==> src/design/hcbd_pkg.sv <==
// ----------------------------------------------------------------------------
// hcbd_pkg: shared types and constants for the chunked body decoder
// Byte classes, queue item layout, parser phases and status codes.
// ----------------------------------------------------------------------------
package hcbd_pkg;

  localparam int unsigned COUNT_BITS_DEFAULT = 24;
  localparam int unsigned MAX_BITS           = 24;
  localparam logic [MAX_BITS-1:0] MAX_BODY_RESET = 24'd65536;
  localparam int unsigned QUEUE_DEPTH        = 2;

  localparam logic [7:0] CH_CR    = 8'h0d;
  localparam logic [7:0] CH_LF    = 8'h0a;
  localparam logic [7:0] CH_TAB   = 8'h09;
  localparam logic [7:0] CH_VT    = 8'h0b;
  localparam logic [7:0] CH_FF    = 8'h0c;
  localparam logic [7:0] CH_SPACE = 8'h20;
  localparam logic [7:0] CH_PLUS  = 8'h2b;
  localparam logic [7:0] CH_ZERO  = 8'h30;
  localparam logic [7:0] CH_X_LO  = 8'h78;
  localparam logic [7:0] CH_X_UP  = 8'h58;

  typedef enum logic [1:0] {
    ST_BUSY = 2'd0,
    ST_OK   = 2'd1,
    ST_ERR  = 2'd2
  } status_e;

  typedef enum logic [3:0] {
    PH_LINE_START = 4'd0,
    PH_LINE_WS    = 4'd1,
    PH_AFTER_SIGN = 4'd2,
    PH_LEAD_ZERO  = 4'd3,
    PH_AFTER_X    = 4'd4,
    PH_DIGITS     = 4'd5,
    PH_SIZE_LF    = 4'd6,
    PH_DATA       = 4'd7,
    PH_DATA_CR    = 4'd8,
    PH_DATA_LF    = 4'd9,
    PH_DONE       = 4'd10,
    PH_ERROR      = 4'd11
  } phase_e;

  // Classified byte as it travels from front to back
  typedef struct packed {
    logic [7:0] data;
    logic       last;
    logic       is_hex;
    logic [3:0] hex_val;
    logic       is_ws;
    logic       is_plus;
    logic       is_zero;
    logic       is_x;
    logic       is_cr;
    logic       is_lf;
  } byte_item_t;

  function automatic logic [4:0] hex_decode(input logic [7:0] c);
    logic [4:0] r;
    r = 5'd0;
    if (c >= 8'h30 && c <= 8'h39) begin
      r = {1'b1, 4'(c - 8'h30)};
    end else if (c >= 8'h61 && c <= 8'h66) begin
      r = {1'b1, 4'(c - 8'h57)};
    end else if (c >= 8'h41 && c <= 8'h46) begin
      r = {1'b1, 4'(c - 8'h37)};
    end
    return r;
  endfunction

endpackage

==> src/design/hcbd_front.sv <==
// ----------------------------------------------------------------------------
// hcbd_front: input stage of the chunked body decoder
// Registers each raw byte together with its character class.
// ----------------------------------------------------------------------------
module hcbd_front (
  input  logic               clk_i,
  input  logic               rst_ni,
  input  logic               body_valid_i,
  output logic               body_stall_o,
  input  logic [7:0]         body_byte_i,
  input  logic               body_last_i,
  output logic               item_valid_o,
  input  logic               item_ready_i,
  output hcbd_pkg::byte_item_t item_o
);
  import hcbd_pkg::*;

  logic       f_valid_q, f_valid_d;
  byte_item_t f_item_q, f_item_d;
  logic       accept;
  logic [4:0] hex;

  assign body_stall_o = f_valid_q && !item_ready_i;
  assign accept       = body_valid_i && !body_stall_o;
  assign hex          = hex_decode(body_byte_i);

  always_comb begin
    f_item_d.data    = body_byte_i;
    f_item_d.last    = body_last_i;
    f_item_d.is_hex  = hex[4];
    f_item_d.hex_val = hex[3:0];
    f_item_d.is_ws   = (body_byte_i == CH_SPACE) || (body_byte_i == CH_TAB) ||
                       (body_byte_i == CH_LF) || (body_byte_i == CH_VT) ||
                       (body_byte_i == CH_FF) || (body_byte_i == CH_CR);
    f_item_d.is_plus = (body_byte_i == CH_PLUS);
    f_item_d.is_zero = (body_byte_i == CH_ZERO);
    f_item_d.is_x    = (body_byte_i == CH_X_LO) || (body_byte_i == CH_X_UP);
    f_item_d.is_cr   = (body_byte_i == CH_CR);
    f_item_d.is_lf   = (body_byte_i == CH_LF);
  end

  always_comb begin
    f_valid_d = f_valid_q;
    if (accept) begin
      f_valid_d = 1'b1;
    end else if (item_ready_i) begin
      f_valid_d = 1'b0;
    end
  end

  always_ff @(posedge clk_i or negedge rst_ni) begin
    if (!rst_ni) begin
      f_valid_q <= 1'b0;
    end else begin
      f_valid_q <= f_valid_d;
    end
  end

  always_ff @(posedge clk_i) begin
    if (accept) begin
      f_item_q <= f_item_d;
    end
  end

  assign item_valid_o = f_valid_q;
  assign item_o       = f_item_q;

endmodule

==> src/design/hcbd_queue.sv <==
// ----------------------------------------------------------------------------
// hcbd_queue: short queue between classifier and parser
// Small circular buffer that lets each side stall on its own.
// ----------------------------------------------------------------------------
module hcbd_queue (
  input  logic               clk_i,
  input  logic               rst_ni,
  input  logic               push_i,
  input  hcbd_pkg::byte_item_t push_item_i,
  output logic               ready_o,
  input  logic               pop_i,
  output logic               nonempty_o,
  output hcbd_pkg::byte_item_t pop_item_o
);
  import hcbd_pkg::*;

  localparam int unsigned PtrBits = (QUEUE_DEPTH > 1) ? $clog2(QUEUE_DEPTH) : 1;
  localparam int unsigned CntBits = $clog2(QUEUE_DEPTH + 1);
  localparam logic [PtrBits-1:0] LastSlot = PtrBits'(QUEUE_DEPTH - 1);

  byte_item_t         slot_q [QUEUE_DEPTH];
  logic [PtrBits-1:0] wr_ptr_q, wr_ptr_d;
  logic [PtrBits-1:0] rd_ptr_q, rd_ptr_d;
  logic [CntBits-1:0] count_q, count_d;
  logic               do_push, do_pop;

  assign ready_o    = (count_q != CntBits'(QUEUE_DEPTH));
  assign nonempty_o = (count_q != '0);
  assign do_push    = push_i && ready_o;
  assign do_pop     = pop_i && nonempty_o;
  assign pop_item_o = slot_q[rd_ptr_q];

  always_comb begin
    wr_ptr_d = wr_ptr_q;
    rd_ptr_d = rd_ptr_q;
    count_d  = count_q;
    if (do_push) begin
      wr_ptr_d = (wr_ptr_q == LastSlot) ? '0 : wr_ptr_q + 1'b1;
    end
    if (do_pop) begin
      rd_ptr_d = (rd_ptr_q == LastSlot) ? '0 : rd_ptr_q + 1'b1;
    end
    if (do_push && !do_pop) begin
      count_d = count_q + 1'b1;
    end else if (do_pop && !do_push) begin
      count_d = count_q - 1'b1;
    end
  end

  always_ff @(posedge clk_i or negedge rst_ni) begin
    if (!rst_ni) begin
      wr_ptr_q <= '0;
      rd_ptr_q <= '0;
      count_q  <= '0;
    end else begin
      wr_ptr_q <= wr_ptr_d;
      rd_ptr_q <= rd_ptr_d;
      count_q  <= count_d;
    end
  end

  always_ff @(posedge clk_i) begin
    if (do_push) begin
      slot_q[wr_ptr_q] <= push_item_i;
    end
  end

endmodule

==> src/design/hcbd_back.sv <==
// ----------------------------------------------------------------------------
// hcbd_back: chunk parser and result register
// Walks the size-line / data / CR LF phases and registers one result per byte.
// ----------------------------------------------------------------------------
module hcbd_back #(
  parameter int unsigned COUNT_BITS = hcbd_pkg::COUNT_BITS_DEFAULT
) (
  input  logic               clk_i,
  input  logic               rst_ni,
  input  logic               max_body_bytes_we_i,
  input  logic [hcbd_pkg::MAX_BITS-1:0] max_body_bytes_i,
  input  logic               item_valid_i,
  output logic               item_pop_o,
  input  hcbd_pkg::byte_item_t item_i,
  output logic               res_valid_o,
  input  logic               res_stall_i,
  output logic [7:0]         out_byte_o,
  output logic               out_valid_o,
  output logic [1:0]         status_o
);
  import hcbd_pkg::*;

  localparam int unsigned WideBits = (COUNT_BITS > MAX_BITS) ? COUNT_BITS : MAX_BITS;
  localparam logic [COUNT_BITS-1:0] CntOne = COUNT_BITS'(1);

  logic [MAX_BITS-1:0]   max_q;
  phase_e                phase_q, phase_d, phase_s;
  logic [COUNT_BITS-1:0] remain_q, remain_d;
  logic [COUNT_BITS-1:0] total_q, total_d;
  logic [COUNT_BITS-1:0] acc_q, acc_d;
  logic                  has_digit_q, has_digit_d;
  logic                  ovf_q, ovf_d;

  logic                  res_valid_q, res_valid_d;
  logic [7:0]            out_byte_q, out_byte_d;
  logic                  out_valid_q, out_valid_d;
  status_e               status_q, status_d;

  logic [WideBits-1:0]   max_w, limit_w;
  logic [COUNT_BITS-1:0] limit;
  logic                  size_bad;
  logic                  pop;

  assign max_w   = WideBits'(max_q);
  assign limit_w = (max_w > WideBits'({COUNT_BITS{1'b1}})) ?
                   WideBits'({COUNT_BITS{1'b1}}) : max_w;
  assign limit   = limit_w[COUNT_BITS-1:0];
  // Compare against room left; no room check when the total already exceeds the limit
  assign size_bad = (total_q <= limit) && (acc_q > (limit - total_q));

  assign pop        = item_valid_i && (!res_valid_q || !res_stall_i);
  assign item_pop_o = pop;

  always_comb begin
    phase_s     = phase_q;
    remain_d    = remain_q;
    total_d     = total_q;
    acc_d       = acc_q;
    has_digit_d = has_digit_q;
    ovf_d       = ovf_q;
    out_byte_d  = 8'd0;
    out_valid_d = 1'b0;
    if (pop) begin
      unique case (phase_q)
        PH_LINE_START, PH_LINE_WS, PH_AFTER_SIGN, PH_LEAD_ZERO,
        PH_AFTER_X, PH_DIGITS: begin
          priority if (item_i.is_ws &&
                       (phase_q == PH_LINE_START || phase_q == PH_LINE_WS)) begin
            phase_s = PH_LINE_WS;
          end else if (item_i.is_plus &&
                       (phase_q == PH_LINE_START || phase_q == PH_LINE_WS)) begin
            phase_s = PH_AFTER_SIGN;
          end else if (item_i.is_x && phase_q == PH_LEAD_ZERO) begin
            phase_s = PH_AFTER_X;
          end else if (item_i.is_hex) begin
            has_digit_d = 1'b1;
            if (!ovf_q) begin
              if (acc_q[COUNT_BITS-1:COUNT_BITS-4] != 4'd0) begin
                ovf_d = 1'b1;
              end else begin
                acc_d = {acc_q[COUNT_BITS-5:0], item_i.hex_val};
              end
            end
            phase_s = (item_i.is_zero &&
                       (phase_q == PH_LINE_START || phase_q == PH_LINE_WS ||
                        phase_q == PH_AFTER_SIGN)) ? PH_LEAD_ZERO : PH_DIGITS;
          end else if (item_i.is_cr &&
                       (phase_q == PH_LEAD_ZERO || phase_q == PH_DIGITS)) begin
            phase_s = PH_SIZE_LF;
          end else begin
            phase_s = PH_ERROR;
          end
        end
        PH_SIZE_LF: begin
          if (!item_i.is_lf || !has_digit_q || ovf_q || size_bad) begin
            phase_s = PH_ERROR;
          end else if (acc_q == '0) begin
            phase_s = PH_DONE;
          end else begin
            remain_d = acc_q;
            phase_s  = PH_DATA;
          end
        end
        PH_DATA: begin
          out_byte_d  = item_i.data;
          out_valid_d = 1'b1;
          total_d     = total_q + CntOne;
          remain_d    = remain_q - CntOne;
          if (remain_q == CntOne) begin
            phase_s = PH_DATA_CR;
          end
        end
        PH_DATA_CR: begin
          phase_s = item_i.is_cr ? PH_DATA_LF : PH_ERROR;
        end
        PH_DATA_LF: begin
          if (item_i.is_lf) begin
            acc_d       = '0;
            has_digit_d = 1'b0;
            ovf_d       = 1'b0;
            phase_s     = PH_LINE_START;
          end else begin
            phase_s = PH_ERROR;
          end
        end
        PH_DONE:  phase_s = PH_DONE;
        PH_ERROR: phase_s = PH_ERROR;
        default:  phase_s = PH_ERROR;
      endcase
    end
  end

  // Stream end settles the body: clean only at a chunk boundary
  always_comb begin
    phase_d = phase_s;
    if (pop && item_i.last && phase_s != PH_DONE && phase_s != PH_ERROR) begin
      phase_d = (phase_s == PH_LINE_START) ? PH_DONE : PH_ERROR;
    end
    unique case (phase_d)
      PH_DONE:  status_d = ST_OK;
      PH_ERROR: status_d = ST_ERR;
      default:  status_d = ST_BUSY;
    endcase
    res_valid_d = pop ? 1'b1 : (res_valid_q && res_stall_i);
  end

  always_ff @(posedge clk_i or negedge rst_ni) begin
    if (!rst_ni) begin
      max_q       <= MAX_BODY_RESET;
      phase_q     <= PH_LINE_START;
      remain_q    <= '0;
      total_q     <= '0;
      acc_q       <= '0;
      has_digit_q <= 1'b0;
      ovf_q       <= 1'b0;
      res_valid_q <= 1'b0;
    end else begin
      if (max_body_bytes_we_i) begin
        max_q <= max_body_bytes_i;
      end
      phase_q     <= phase_d;
      remain_q    <= remain_d;
      total_q     <= total_d;
      acc_q       <= acc_d;
      has_digit_q <= has_digit_d;
      ovf_q       <= ovf_d;
      res_valid_q <= res_valid_d;
    end
  end

  always_ff @(posedge clk_i) begin
    if (pop) begin
      out_byte_q  <= out_byte_d;
      out_valid_q <= out_valid_d;
      status_q    <= status_d;
    end
  end

  assign res_valid_o = res_valid_q;
  assign out_byte_o  = out_byte_q;
  assign out_valid_o = out_valid_q;
  assign status_o    = status_q;

endmodule

==> src/design/http_chunked_body_decoder_core.sv <==
// ----------------------------------------------------------------------------
// http_chunked_body_decoder_core: HTTP/1.1 chunked body decoder
// Strips chunk framing from a raw body byte stream, one result per byte.
// ----------------------------------------------------------------------------
// Usage:
//   Input channel body_*: one raw body byte per item, body_last_i on the final
//   byte of the stream. Output channel res_*: exactly one result per input
//   item (out_byte_o/out_valid_o for payload bytes, status_o for progress:
//   busy, complete, error). Both channels move an item when valid is high and
//   stall is low.
//   Throughput is one item per cycle while neither channel stalls; a result
//   moves from the input register through the queue to the result register.
//   When the receiver stalls, the result register holds and the queue fills;
//   body_stall_o rises only once the queue and input register are full.
//   The size limit max_body_bytes_i is written with max_body_bytes_we_i; the user
//   must write it while no item is in flight, as the block does not enforce it.
//   Reset clears the parser to the start of a size line, zeroes the totals,
//   sets the limit to 65536 and empties the queue. After complete or error
//   the status holds until reset and later bytes give no payload.
// ----------------------------------------------------------------------------
module http_chunked_body_decoder_core #(
  parameter int unsigned COUNT_BITS = hcbd_pkg::COUNT_BITS_DEFAULT
) (
  input  logic               clk_i,
  input  logic               rst_ni,
  input  logic               max_body_bytes_we_i,
  input  logic [hcbd_pkg::MAX_BITS-1:0] max_body_bytes_i,
  input  logic               body_valid_i,
  output logic               body_stall_o,
  input  logic [7:0]         body_byte_i,
  input  logic               body_last_i,
  output logic               res_valid_o,
  input  logic               res_stall_i,
  output logic [7:0]         out_byte_o,
  output logic               out_valid_o,
  output logic [1:0]         status_o
);
  import hcbd_pkg::*;

  byte_item_t front_item, queue_item;
  logic       front_valid, queue_ready, queue_nonempty, back_pop;

  hcbd_front u_front (
    .clk_i        (clk_i),
    .rst_ni       (rst_ni),
    .body_valid_i (body_valid_i),
    .body_stall_o (body_stall_o),
    .body_byte_i  (body_byte_i),
    .body_last_i  (body_last_i),
    .item_valid_o (front_valid),
    .item_ready_i (queue_ready),
    .item_o       (front_item)
  );

  hcbd_queue u_queue (
    .clk_i       (clk_i),
    .rst_ni      (rst_ni),
    .push_i      (front_valid),
    .push_item_i (front_item),
    .ready_o     (queue_ready),
    .pop_i       (back_pop),
    .nonempty_o  (queue_nonempty),
    .pop_item_o  (queue_item)
  );

  hcbd_back #(
    .COUNT_BITS (COUNT_BITS)
  ) u_back (
    .clk_i               (clk_i),
    .rst_ni              (rst_ni),
    .max_body_bytes_we_i (max_body_bytes_we_i),
    .max_body_bytes_i    (max_body_bytes_i),
    .item_valid_i        (queue_nonempty),
    .item_pop_o          (back_pop),
    .item_i              (queue_item),
    .res_valid_o         (res_valid_o),
    .res_stall_i         (res_stall_i),
    .out_byte_o          (out_byte_o),
    .out_valid_o         (out_valid_o),
    .status_o            (status_o)
  );

endmodule
==> config.mk <==
export PLATFORM = sky130hd
export DESIGN_NAME = http_chunked_body_decoder_core
export DESIGN_NICKNAME = d
export VERILOG_FILES = /design/src/design/hcbd_pkg.sv /design/src/design/hcbd_front.sv /design/src/design/hcbd_queue.sv /design/src/design/hcbd_back.sv /design/src/design/http_chunked_body_decoder_core.sv
export SDC_FILE = /design/constraint.sdc
export NUM_CORES = 1
export LEC_CHECK = 0
export BUFFER_PORTS_ARGS = -buffer_cell sky130_fd_sc_hd__buf_2
export CAP_MARGIN = 20
export CORE_AREA = 4 4 192 138
export DETAILED_ROUTE_END_ITERATION = 12
export DIE_AREA = 0 0 196 142
export PLACE_DENSITY = 0.56
export REMOVE_ABC_BUFFERS = 1
export SETUP_SLACK_MARGIN = 0.1
export SKIP_CTS_REPAIR_TIMING = 1
export SLEW_MARGIN = 20
export SYNTH_ARGS = -nofsm -noshare
export SYNTH_HDL_FRONTEND = slang
export SYNTH_SLANG_ARGS = --single-unit
==> constraint.sdc <==
create_clock -name clk_i -period 6.1 [get_ports clk_i]
set_input_delay 0.61 -clock clk_i [delete_from_list [all_inputs] [get_ports clk_i]]
set_output_delay 0.61 -clock clk_i [all_outputs]
set_load 0.005 [all_outputs]
==> results of run 1 <==
metal layers:
| layer | vias to the layer above | wire, um | part of all wire (%) |
|---|---|---|---|
| met1 | 3327 | 12010 | 56 |
| met3 | 10 | 915 | 4.2 |
| met4 | 0 | 197 | 0.91 |
| met5 | - | 0 | 0 |
| li1 | 3574 | - | - |
| met2 | 114 | 8471 | 39 |
worst register-to-register path, cell delays in order, from the launching register on:
cell       delay [ns]
dfrtp_1          0.41
ha_1             0.18
inv_1            0.06
fa_1             0.42
nand3_1          0.12
a21oi_1          0.12
o31ai_4          0.34
o221ai_1         0.27
and2_1           0.23
o2111ai_1        0.17
nand3_1          0.15
o41ai_2          0.27
xor2_1           0.12
ha_1             0.30
nand4_1          0.14
or4_1            0.47
nor4_1           0.29
a211oi_1         0.08
o21ai_0          0.21
o21ai_2          0.17
a2111oi_4        0.43
buf_12           0.25
o21ai_0          0.12
o2bb2ai_1        0.15
layout by cell type (no fill, tap or decap), types with 4 or more instances in the layout:
cell and n:
o211ai_1 5, clkbuf_16 17, and2_1 7, buf_2 49, o2111ai_1 4, ha_1 57
nand3_1 34, xnor2_1 35, o21ai_0 70, or2_2 5, mux2i_1 17, nor3_1 16
mux2_2 28, nand4_1 14, a21o_1 4, o31ai_1 12, nor4_1 12, or3_1 5
a21oi_1 87, and3_1 7, a211oi_1 5, nand2_1 103, a22oi_1 4, o22ai_1 6
nand3b_1 4, edfxtp_1 71, clkinv_8 5, o21a_1 6, buf_4 7, inv_8 4
nor2_1 62, xor2_1 15, or4_1 4, dfrtp_1 107, nor2b_1 7, nand2b_1 12
or4_4 6, inv_1 53
logic make-up after synthesis:
group | after synthesis | synth area share (%)
AO/OA/AOI/OAI | 232 | 14.57
XOR/XNOR | 50 | 4.476
adder cells (fa/ha/maj) | 58 | 7.494
buffers and inverters | 89 | 3.478
flip-flops | 179 | 49.42
multiplexers | 45 | 4.962
AND/OR/NAND/NOR | 309 | 15.60
per-stage QoR:
step	setup slack, ns	instances	utilization (%)	instance area, sq um
2_1_floorplan	0.5384	927	-	9647
5_1_grt	0.09414	1341	44.84	10990
6_report	0.5207	1341	44.84	10990
3_3_place_gp	0.6218	1309	42.27	10360
4_1_cts	0.3261	1341	44.75	10960
3_5_place_dp	0.3830	1309	42.27	10360
cell usage after synthesis, types with 6 or more instances:
| master | count | area share [%] |
|---|---|---|
| and2_1 | 7 | 0.45 |
| nand3_1 | 34 | 1.7 |
| o21a_1 | 6 | 0.46 |
| o22ai_1 | 6 | 0.38 |
| nor4_1 | 12 | 0.77 |
| clkbuf_1 | 26 | 1.0 |
| nor2_1 | 62 | 2.4 |
| and3_1 | 8 | 0.51 |
| nand4_1 | 14 | 0.90 |
| o21ai_0 | 70 | 3.6 |
| dfrtp_1 | 107 | 27 |
| xor2_1 | 15 | 1.3 |
| mux2_2 | 28 | 3.2 |
| xnor2_1 | 35 | 3.1 |
| ha_1 | 57 | 7.3 |
| nand2b_1 | 12 | 0.77 |
| nor3_1 | 16 | 0.82 |
| or4_4 | 6 | 0.69 |
| o31ai_1 | 12 | 0.92 |
| nor2b_1 | 7 | 0.45 |
| inv_1 | 53 | 2.0 |
| a21oi_1 | 87 | 4.5 |
| mux2i_1 | 17 | 1.7 |
| edfxtp_1 | 71 | 22 |
| nand2_1 | 103 | 4.0 |
registers in the layout (all words and copies together) (netlist names):
register	count
u_back.phase_q	4
u_back.res_valid_o	1
u_front.item_o	20
u_back.has_digit_q	1
u_back.status_o	2
u_queue.wr_ptr_q	1
u_back.max_q	24
u_queue.rd_ptr_q	1
u_back.out_valid_o	1
u_back.out_byte_o	8
u_queue.count_q	2
u_back.total_q	24
u_back.ovf_q	1
u_front.item_valid_o	1
u_queue.slot_q	40
u_back.acc_q	24
u_back.remain_q	24
layout make-up:
class	instances	area (sq um)	area share, %
Tap cell	325	406.6	3.701
Timing Repair Buffer	57	317.8	2.893
Clock buffer	18	439.2	3.997
Inverter	54	202.7	1.845
Multi-Input combinational cell	694	4618	42.03
Sequential cell	179	4836	44.02
Clock inverter	14	166.4	1.515
power by group:
group / internal (W) / switching, W
Combinational: 0.000341 / 0.000510
Sequential: 0.00150 / 0.000138
Clock: 0.000562 / 0.000546
Total: 0.00240 / 0.00119
path summary, 6_finish.rpt:
check                                   start               endpoint  slack, ns
max in group asynchronous              rst_ni   u_front.item_valid_o       4.67
setup / recovery            u_back.total_q[0]    u_back.remain_q[10]       0.52
hold reg to reg            u_front.item_o[19]  u_queue.slot_q[0][19]       0.45
min in group clk_i                body_last_i     u_front.item_o[11]       0.36
setup reg to reg            u_back.total_q[0]    u_back.remain_q[10]       0.52
hold / removal                         rst_ni      u_back.phase_q[3]       0.20
==> flow_metrics.tcl, run 1 <==
set metrics [dict create \
    cp_cell_sequence "ha_1, inv_1, fa_1, nand3_1, a21oi_1, o31ai_4, o221ai_1, and2_1, o2111ai_1, nand3_1, o41ai_2, xor2_1, ha_1, nand4_1, or4_1, nor4_1, a211oi_1, o21ai_0, o21ai_2, a2111oi_4, buf_12, o21ai_0, o2bb2ai_1" \
    portBuffers 50 \
    cp_max_fo 37 \
    drive_above_1_share_pct 13.98 \
    core_sq_um 24500 \
    first_global_vias 6626 \
    clkTransAtPathRegs_ns 0.08 \
    start_util_pct 39.93 \
    relSlewSlack_pct 35.51 \
    arrival_ns 5.91 \
    cts_tree "done" \
    path_buf_inv 2 \
    fin_nets 1099 \
    die-height_um 142 \
    setup_tns_ns 0 \
    numCtsBuffers 17 \
    cap_violations 0 \
    vias 7025 \
    syn_avg_cell_area_sq_um 10.17 \
    met2_usage_pct 21.32 \
    yosysWarnings 0 \
    insertion_delay_ns 0.44 \
    routedWlPerCell_um 16.11 \
    areaGrowthSynthToFinish_pct 12.29 \
    hold_ws_ns 0.2044 \
    timing.critical_path.required_ns 6.43 \
    critical-path-top-delay-family "compound AO/OA/AOI/OAI gates" \
    power.total_w 0.003598 \
    routed_via_density 5.239 \
    htree_levels 4 \
    r2r_cells 23 \
    grt_use_met3_pct 3.100 \
    place.gp.congestion 0.8225 \
    vdd_drop_max_mv 0.2360 \
    ys_ff_latch 179 \
    pin_count 51 \
    synth_area_sq_um 9784 \
    leakage_nw 4.419 \
    hold_viol_final 0 \
    grt_max_degree 57 \
    max_freq_mhz 179.2 \
    drt_iter0_drc 459 \
    root_buffer "clkbuf_16" \
    totalWireLength_um 21600 \
    dieArea_sq_um 27830 \
    status "finished, final reports clean" \
    cts_max_path_buffers 2 \
    drv_slew 0 \
    yosysSeqAreaShare_pct 49.42 \
    top_usage_layer "met1" \
    crit_slowest_cell "or4_1" \
    critPathMaxStageDelay_ns 0.47 \
    worst_pin_slew_ns 0.9674 \
    die_x_um 196 \
    fin_skew_ns 0.01830 \
    drt_first_pass_iters 5 \
    antenna_found_initial 0 \
    grt_pass1_wl_um 35670 \
    hp-class "in -> async" \
    ant_nets 0 \
    synth_cell_types 64 \
    synth_top_flop_cell "dfrtp_1" \
    cp.depth 23 \
    gr-total-overflow 0 \
    worst_setup_path_start_kind "flip-flop" \
    synthArstFlopShare_pct 60.34 \
    power_density_nw_per_um2 327.5 \
    finalCritPeriodShare_pct 91.46 \
    cts.sinks 179 \
    setup_viol 0 \
    drc 0 \
    min_period_ns 5.579 \
    critPathCaptureType "flip-flop" \
    rows 48 \
    criticalPathCategory "reg -> reg" \
    diodes 0 \
    met1_usage_pct 26.23 \
    fillers 2362 \
    dp_hpwl_um 15360 \
    syn_inst 962 \
    synth-edff-count 71 \
    rsz0062_at_grt "false" \
    grt_use_total_pct 15.95 \
]
No activity file was read; power rests on OpenSTA's default activity.
==> run 2, diff against run 1 <==
ABC_AREA = 1   (was unset)
CAP_MARGIN = unset   (was 20)
CORE_AREA = 4 4 193 138   (was 4 4 192 138)
DIE_AREA = 0 0 197 142   (was 0 0 196 142)
clock period = 5.8 ns   (was 6.1 ns; I/O delays follow)
==> flow_metrics.tcl, run 2 <==
set metrics [dict create \
    postLayoutCoreUtil_pct 44.60 \
    setup_viol 0 \
    yosysTopAreaCell "dfrtp_1" \
    relSlewSlack_pct 44.38 \
    final_cell_mix "nand2_1 (207), inv_1 (132), dfrtp_1 (107)" \
    largest_reg_flops 40 \
    vdd_drop_max_mv 0.2301 \
    max_freq_mhz 207.9 \
    routedWlPerCell_um 14.50 \
    yosysSeqAreaShare_pct 49.35 \
    routed_via_density 5.012 \
    rrSetupSlack_ns 0.99 \
    cts_tree "done" \
    htree_levels 4 \
    setup_tns_ns 0 \
    drc 0 \
    regToRegEndpoint "u_back.remain_q[22]" \
    diodes 0 \
    totalWireLength_um 21160 \
    vias 7312 \
    drt_first_pass_iters 5 \
    netlist.area_leader.share_pct 27.32 \
    gr-total-overflow 0 \
    leakage_nw 5.031 \
    synth-edff-count 71 \
    ant_nets 0 \
    cp_max_fo 32 \
    ys_ff_latch 179 \
    grt_max_degree 61 \
    syn_inst 1068 \
    fin_area_sq_um 10980 \
    hp-class "in -> async" \
    die_x_um 197 \
    finalCritPeriodShare_pct 82.92 \
    worst_pin_slew_ns 0.8342 \
    critPathMaxStageDelay_ns 0.48 \
    crit_top_cell "nand2_1" \
    cts.sinks 179 \
    crit_slowest_cell "inv_2" \
    power.total_w 0.004607 \
    root_buffer "clkbuf_16" \
    r2r-start "u_back.total_q[2]" \
    hold_viol_final 0 \
    pin_count 51 \
    top_register "u_queue.slot_q" \
    areaGrowthSynthToFinish_pct 12.08 \
    die-height_um 142 \
    numCtsBuffers 17 \
    worst_setup_path_start_kind "flip-flop" \
    layout_setup_ws_ns 0.9907 \
    critPathCaptureType "flip-flop" \
    r2r_cells 26 \
    yosys.cell_count.top_type "nand2_1" \
    synthArstFlopShare_pct 60.34 \
    dieArea_sq_um 27970 \
    rows 48 \
    post_dp_cell_area_sq_um 10410 \
    timing.critical_path.required_ns 6.11 \
    grt_use_total_pct 15.86 \
    fin_nets 1217 \
    synth_top_flop_cell "dfrtp_1" \
    fin_skew_ns 0.009714 \
    rsz0062_at_grt "false" \
    clkTransAtPathRegs_ns 0.08 \
    portBuffers 50 \
    criticalPathCategory "reg -> reg" \
    antenna_found_initial 0 \
    start_util_pct 39.80 \
    place.gp.congestion 0.8417 \
    dp_hpwl_um 15540 \
    synthTopCellsByCount "nand2_1 (207), inv_1 (132), dfrtp_1 (107)" \
    drive_above_1_share_pct 13.14 \
    drt_iter0_drc 470 \
    syn_avg_cell_area_sq_um 9.175 \
    grt_pass1_wl_um 35780 \
    synthTopCellsByArea "dfrtp_1 (27%), edfxtp_1 (22%), nand2_1 (7.9%)" \
    insertion_delay_ns 0.44 \
    synth_cell_types 56 \
    cap_violations 0 \
    synth_area_sq_um 9799 \
    layout_commonest_cell "nand2_1" \
    min_period_ns 4.809 \
    first_global_vias 7037 \
    power_density_nw_per_um2 419.5 \
    status "finished, final reports clean" \
    core_sq_um 24620 \
    drv_slew 0 \
    arrival_ns 5.12 \
    cts_max_path_buffers 2 \
    yosysWarnings 0 \
    post-place-ws_ns 0.9643 \
]
run 2: changes by cell type after synthesis, moves of 16 or more:
cell	before	now
xnor2_1	35	10
o22ai_1	6	25
nor2_1	62	95
clkbuf_1	26	9
xor2_1	15	41
a21oi_1	87	60
o21ai_0	70	35
mux2i_1	17	1
nand2_1	103	207
inv_1	53	132
run 2: cell families after synthesis:
group / share of synthesized area, %
AO/OA/AOI/OAI: 10.75
buffers and inverters: 6.371
multiplexers: 2.745
XOR/XNOR: 4.558
flip-flops: 49.35
AND/OR/NAND/NOR: 18.74
adder cells (fa/ha/maj): 7.482
run 2: cell type report:
type,instances,area [sq um]
fillers,2367,13640
flip-flops and latches,179,4836
multi-input cells,726,4339
inverters,142,533.0
clock buffers,17,425.4
well taps,325,406.6
repair buffers,55,290.3
clock inverters,15,152.6
run 2: worst max-delay path by stage:
stage | startpoint | endpoint | slack (ns) | cells after the start
after global routing | u_back.total_q[2] | u_back.remain_q[22] | 0.33 | 26
after CTS | u_back.total_q[2] | u_back.remain_q[22] | 0.95 | 26
final | u_back.total_q[2] | u_back.remain_q[22] | 0.99 | 26
after global placement | u_back.total_q[2] | u_back.remain_q[22] | 1.17 | 26
after detailed placement | u_back.total_q[2] | u_back.remain_q[22] | 0.96 | 26
after floorplan | u_back.total_q[2] | u_back.remain_q[22] | 1.91 | 26
run 2: metrics by stage:
stage	hold slack, ns	cells
6_report	0.2312	1459
3_3_place_gp	0.4258	1427
5_1_grt	0.2913	1459
4_1_cts	0.2636	1459
2_1_floorplan	0.2844	1047
3_5_place_dp	0.4327	1427
run 2: routing by layer:
metal | GRT usage (%) | share of wire, %
met5 | 0 | 0
met4 | 4.340 | 1.0
met3 | 3.242 | 3.6
met2 | 21.43 | 40
met1 | 25.50 | 55
run 2: worst max-delay path, delay by kind of cell (launching register included):
kind            cells  cell delay, ns
buf+inv             3            0.73
fa+ha+maj           2            0.61
simple gates       14            1.58
xor+xnor            1            0.14
compound gates      6            1.26
flops               1            0.36
run 2: power breakdown:
| part | internal, W | switching (W) | total, W | leakage (nW) |
|---|---|---|---|---|
| Clock | 0.000576 | 0.000562 | 0.00114 | 0.286 |
| Combinational | 0.000550 | 0.000978 | 0.00153 | 2.79 |
| Sequential | 0.00170 | 0.000238 | 0.00194 | 1.95 |
==> run 3, diff against run 2 <==
PLACE_DENSITY = 0.58   (was 0.56)
clock period = 4.02 ns   (was 5.8 ns; I/O delays follow)
==> flow_metrics.tcl, run 3 (synthesis gave the netlist of run 2 again) <==
set metrics [dict create \
    pwr-share-comb_pct 36.0 \
    drive_above_1_share_pct 20.27 \
    routedWlPerCell_um 14.56 \
    power_density_nw_per_um2 595.1 \
    drc 0 \
    layout_setup_ws_ns 0.1664 \
    drv_slew 0 \
    insertion_delay_ns 0.44 \
    place.gp.congestion 0.8735 \
    leakage_nw 5.283 \
    critPathCaptureType "flip-flop" \
    internal_power_w 0.004241 \
    fin_area_sq_um 11630 \
    die_x_um 197 \
    clkTransAtPathRegs_ns 0.08 \
    regArea_sq_um 4836 \
    portBuffers 50 \
    power.total_w 0.006919 \
    min_period_ns 3.854 \
    rrSetupSlack_ns 0.17 \
    grt_max_degree 58 \
    final_cell_mix "nand2_1 (195), inv_1 (128), dfrtp_1 (107)" \
    largest_reg_flops 40 \
    vias 7545 \
    fillers 2327 \
    finalCritPeriodShare_pct 95.86 \
    core_sq_um 24620 \
    die-height_um 142 \
    max_freq_mhz 259.5 \
    status "finished, final reports clean" \
    start_util_pct 39.80 \
    dieArea_sq_um 27970 \
    critPathMaxStageDelay_ns 0.39 \
    routed_via_density 5.017 \
    totalWireLength_um 21900 \
    first_global_vias 6969 \
    worst_pin_slew_ns 0.8590 \
    hp-class "in -> async" \
    cts_max_path_buffers 2 \
    grt_use_total_pct 15.86 \
    cts_tree "done" \
    post-place-ws_ns -0.08854 \
    rows 48 \
    dp_hpwl_um 15770 \
    areaGrowthSynthToFinish_pct 18.65 \
    ant_nets 0 \
    rsz0062_at_grt "true" \
    pin_count 51 \
    numCtsBuffers 17 \
    fin_nets 1262 \
    top_register "u_queue.slot_q" \
    crit_top_cell "nand2_2" \
    relSlewSlack_pct 42.67 \
    cp_max_fo 3 \
    placed_cells 1461 \
    power_frac_seq_pct 40.0 \
    final_cell_count_no_fill 1504 \
    layout_commonest_cell "nand2_1" \
    antenna_found_initial 0 \
    grt_pass1_wl_um 35700 \
    clockPowerShare_pct 24.0 \
    root_buffer "clkbuf_16" \
    htree_levels 4 \
    gr-total-overflow 0 \
    drt_iter0_drc 461 \
    fin_skew_ns 0.01141 \
    cap_violations 0 \
    vdd_drop_max_mv 0.3587 \
    cts.sinks 179 \
    p_sw_w 0.002678 \
    post_dp_cell_area_sq_um 10690 \
    setup_viol 0 \
    crit_slowest_cell "fa_2" \
    multi_input_area_sq_um 4598 \
    criticalPathCategory "reg -> reg" \
    hold_viol_final 0 \
    timing.critical_path.required_ns 4.22 \
    drt_first_pass_iters 7 \
    diodes 0 \
    arrival_ns 4.05 \
    switching_share_pct 38.70 \
    worst_setup_path_start_kind "flip-flop" \
]
[run 3: cell types whose count changed in the layout (fill, tap and decap cells not counted), sizes merged]
cell | previous run | this run
buf | 55 | 100
clkbuf | 17 | 18
clkinv | 4 | 3
clkinvlp | 1 | 2
inv | 152 | 151
[run 3: routing by layer]
| metal | global-route usage (%) | vias up | wire length (um) |
|---|---|---|---|
| met5 | 0 | - | 0 |
| met4 | 4.158 | 0 | 249 |
| met3 | 3.265 | 18 | 875 |
| met2 | 21.86 | 129 | 8981 |
| met1 | 25.21 | 3570 | 11800 |
| li1 | - | 3828 | - |
[run 3: final timing paths]
path,startpoint,to,cells past startpoint
worst max-delay path,u_back.max_q[0],u_back.status_o[0],29
worst min-delay path,rst_ni,u_back.phase_q[2],1
worst max register to register,u_back.max_q[0],u_back.status_o[0],29
worst min register to register,u_front.item_o[19],u_queue.slot_q[0][19],0
max in group asynchronous,rst_ni,u_back.max_q[16],2
min in group clk_i,body_last_i,u_front.item_o[11],1
[run 3: per-stage QoR]
stage | hold slack [ns] | setup TNS, ns | util [%]
after global placement | 0.4234 | 0 | 43.39
after CTS | 0.03798 | -0.5474 | 45.74
final | 0.02358 | 0 | 47.22
after global routing | 0.06671 | -0.4754 | 47.22
after detailed placement | 0.4296 | -0.4448 | 43.39
after floorplan | 0.1064 | 0 | -
[run 3: final cells by class]
cell class	instances	area share, %
sequential	179	41.59
clock inverter	14	1.270
multi-input combinational	726	39.55
tap	325	3.497
inverter	142	4.649
clock buffer	18	3.691
timing repair buffer	100	5.757
[run 3: power by group through the flow]
stage               clock network, W  registers [W]  logic, W
floorplan                          0        0.00274   0.00160
CTS                          0.00170        0.00276   0.00232
global route                 0.00178        0.00283   0.00284
global placement                   0        0.00280   0.00228
finish                       0.00166        0.00277   0.00249
detailed placement                 0        0.00280   0.00231
[run 3: critical path: cells and delay by family, from the launching register on]
family                   cells  cell delay (ns)
buffers and inverters        2             0.10
adder cells (fa/ha/maj)      3             0.78
AO/OA/AOI/OAI                5             0.82
XOR/XNOR                     1             0.17
AND/OR/NAND/NOR             18             1.36
flip-flops                   1             0.37
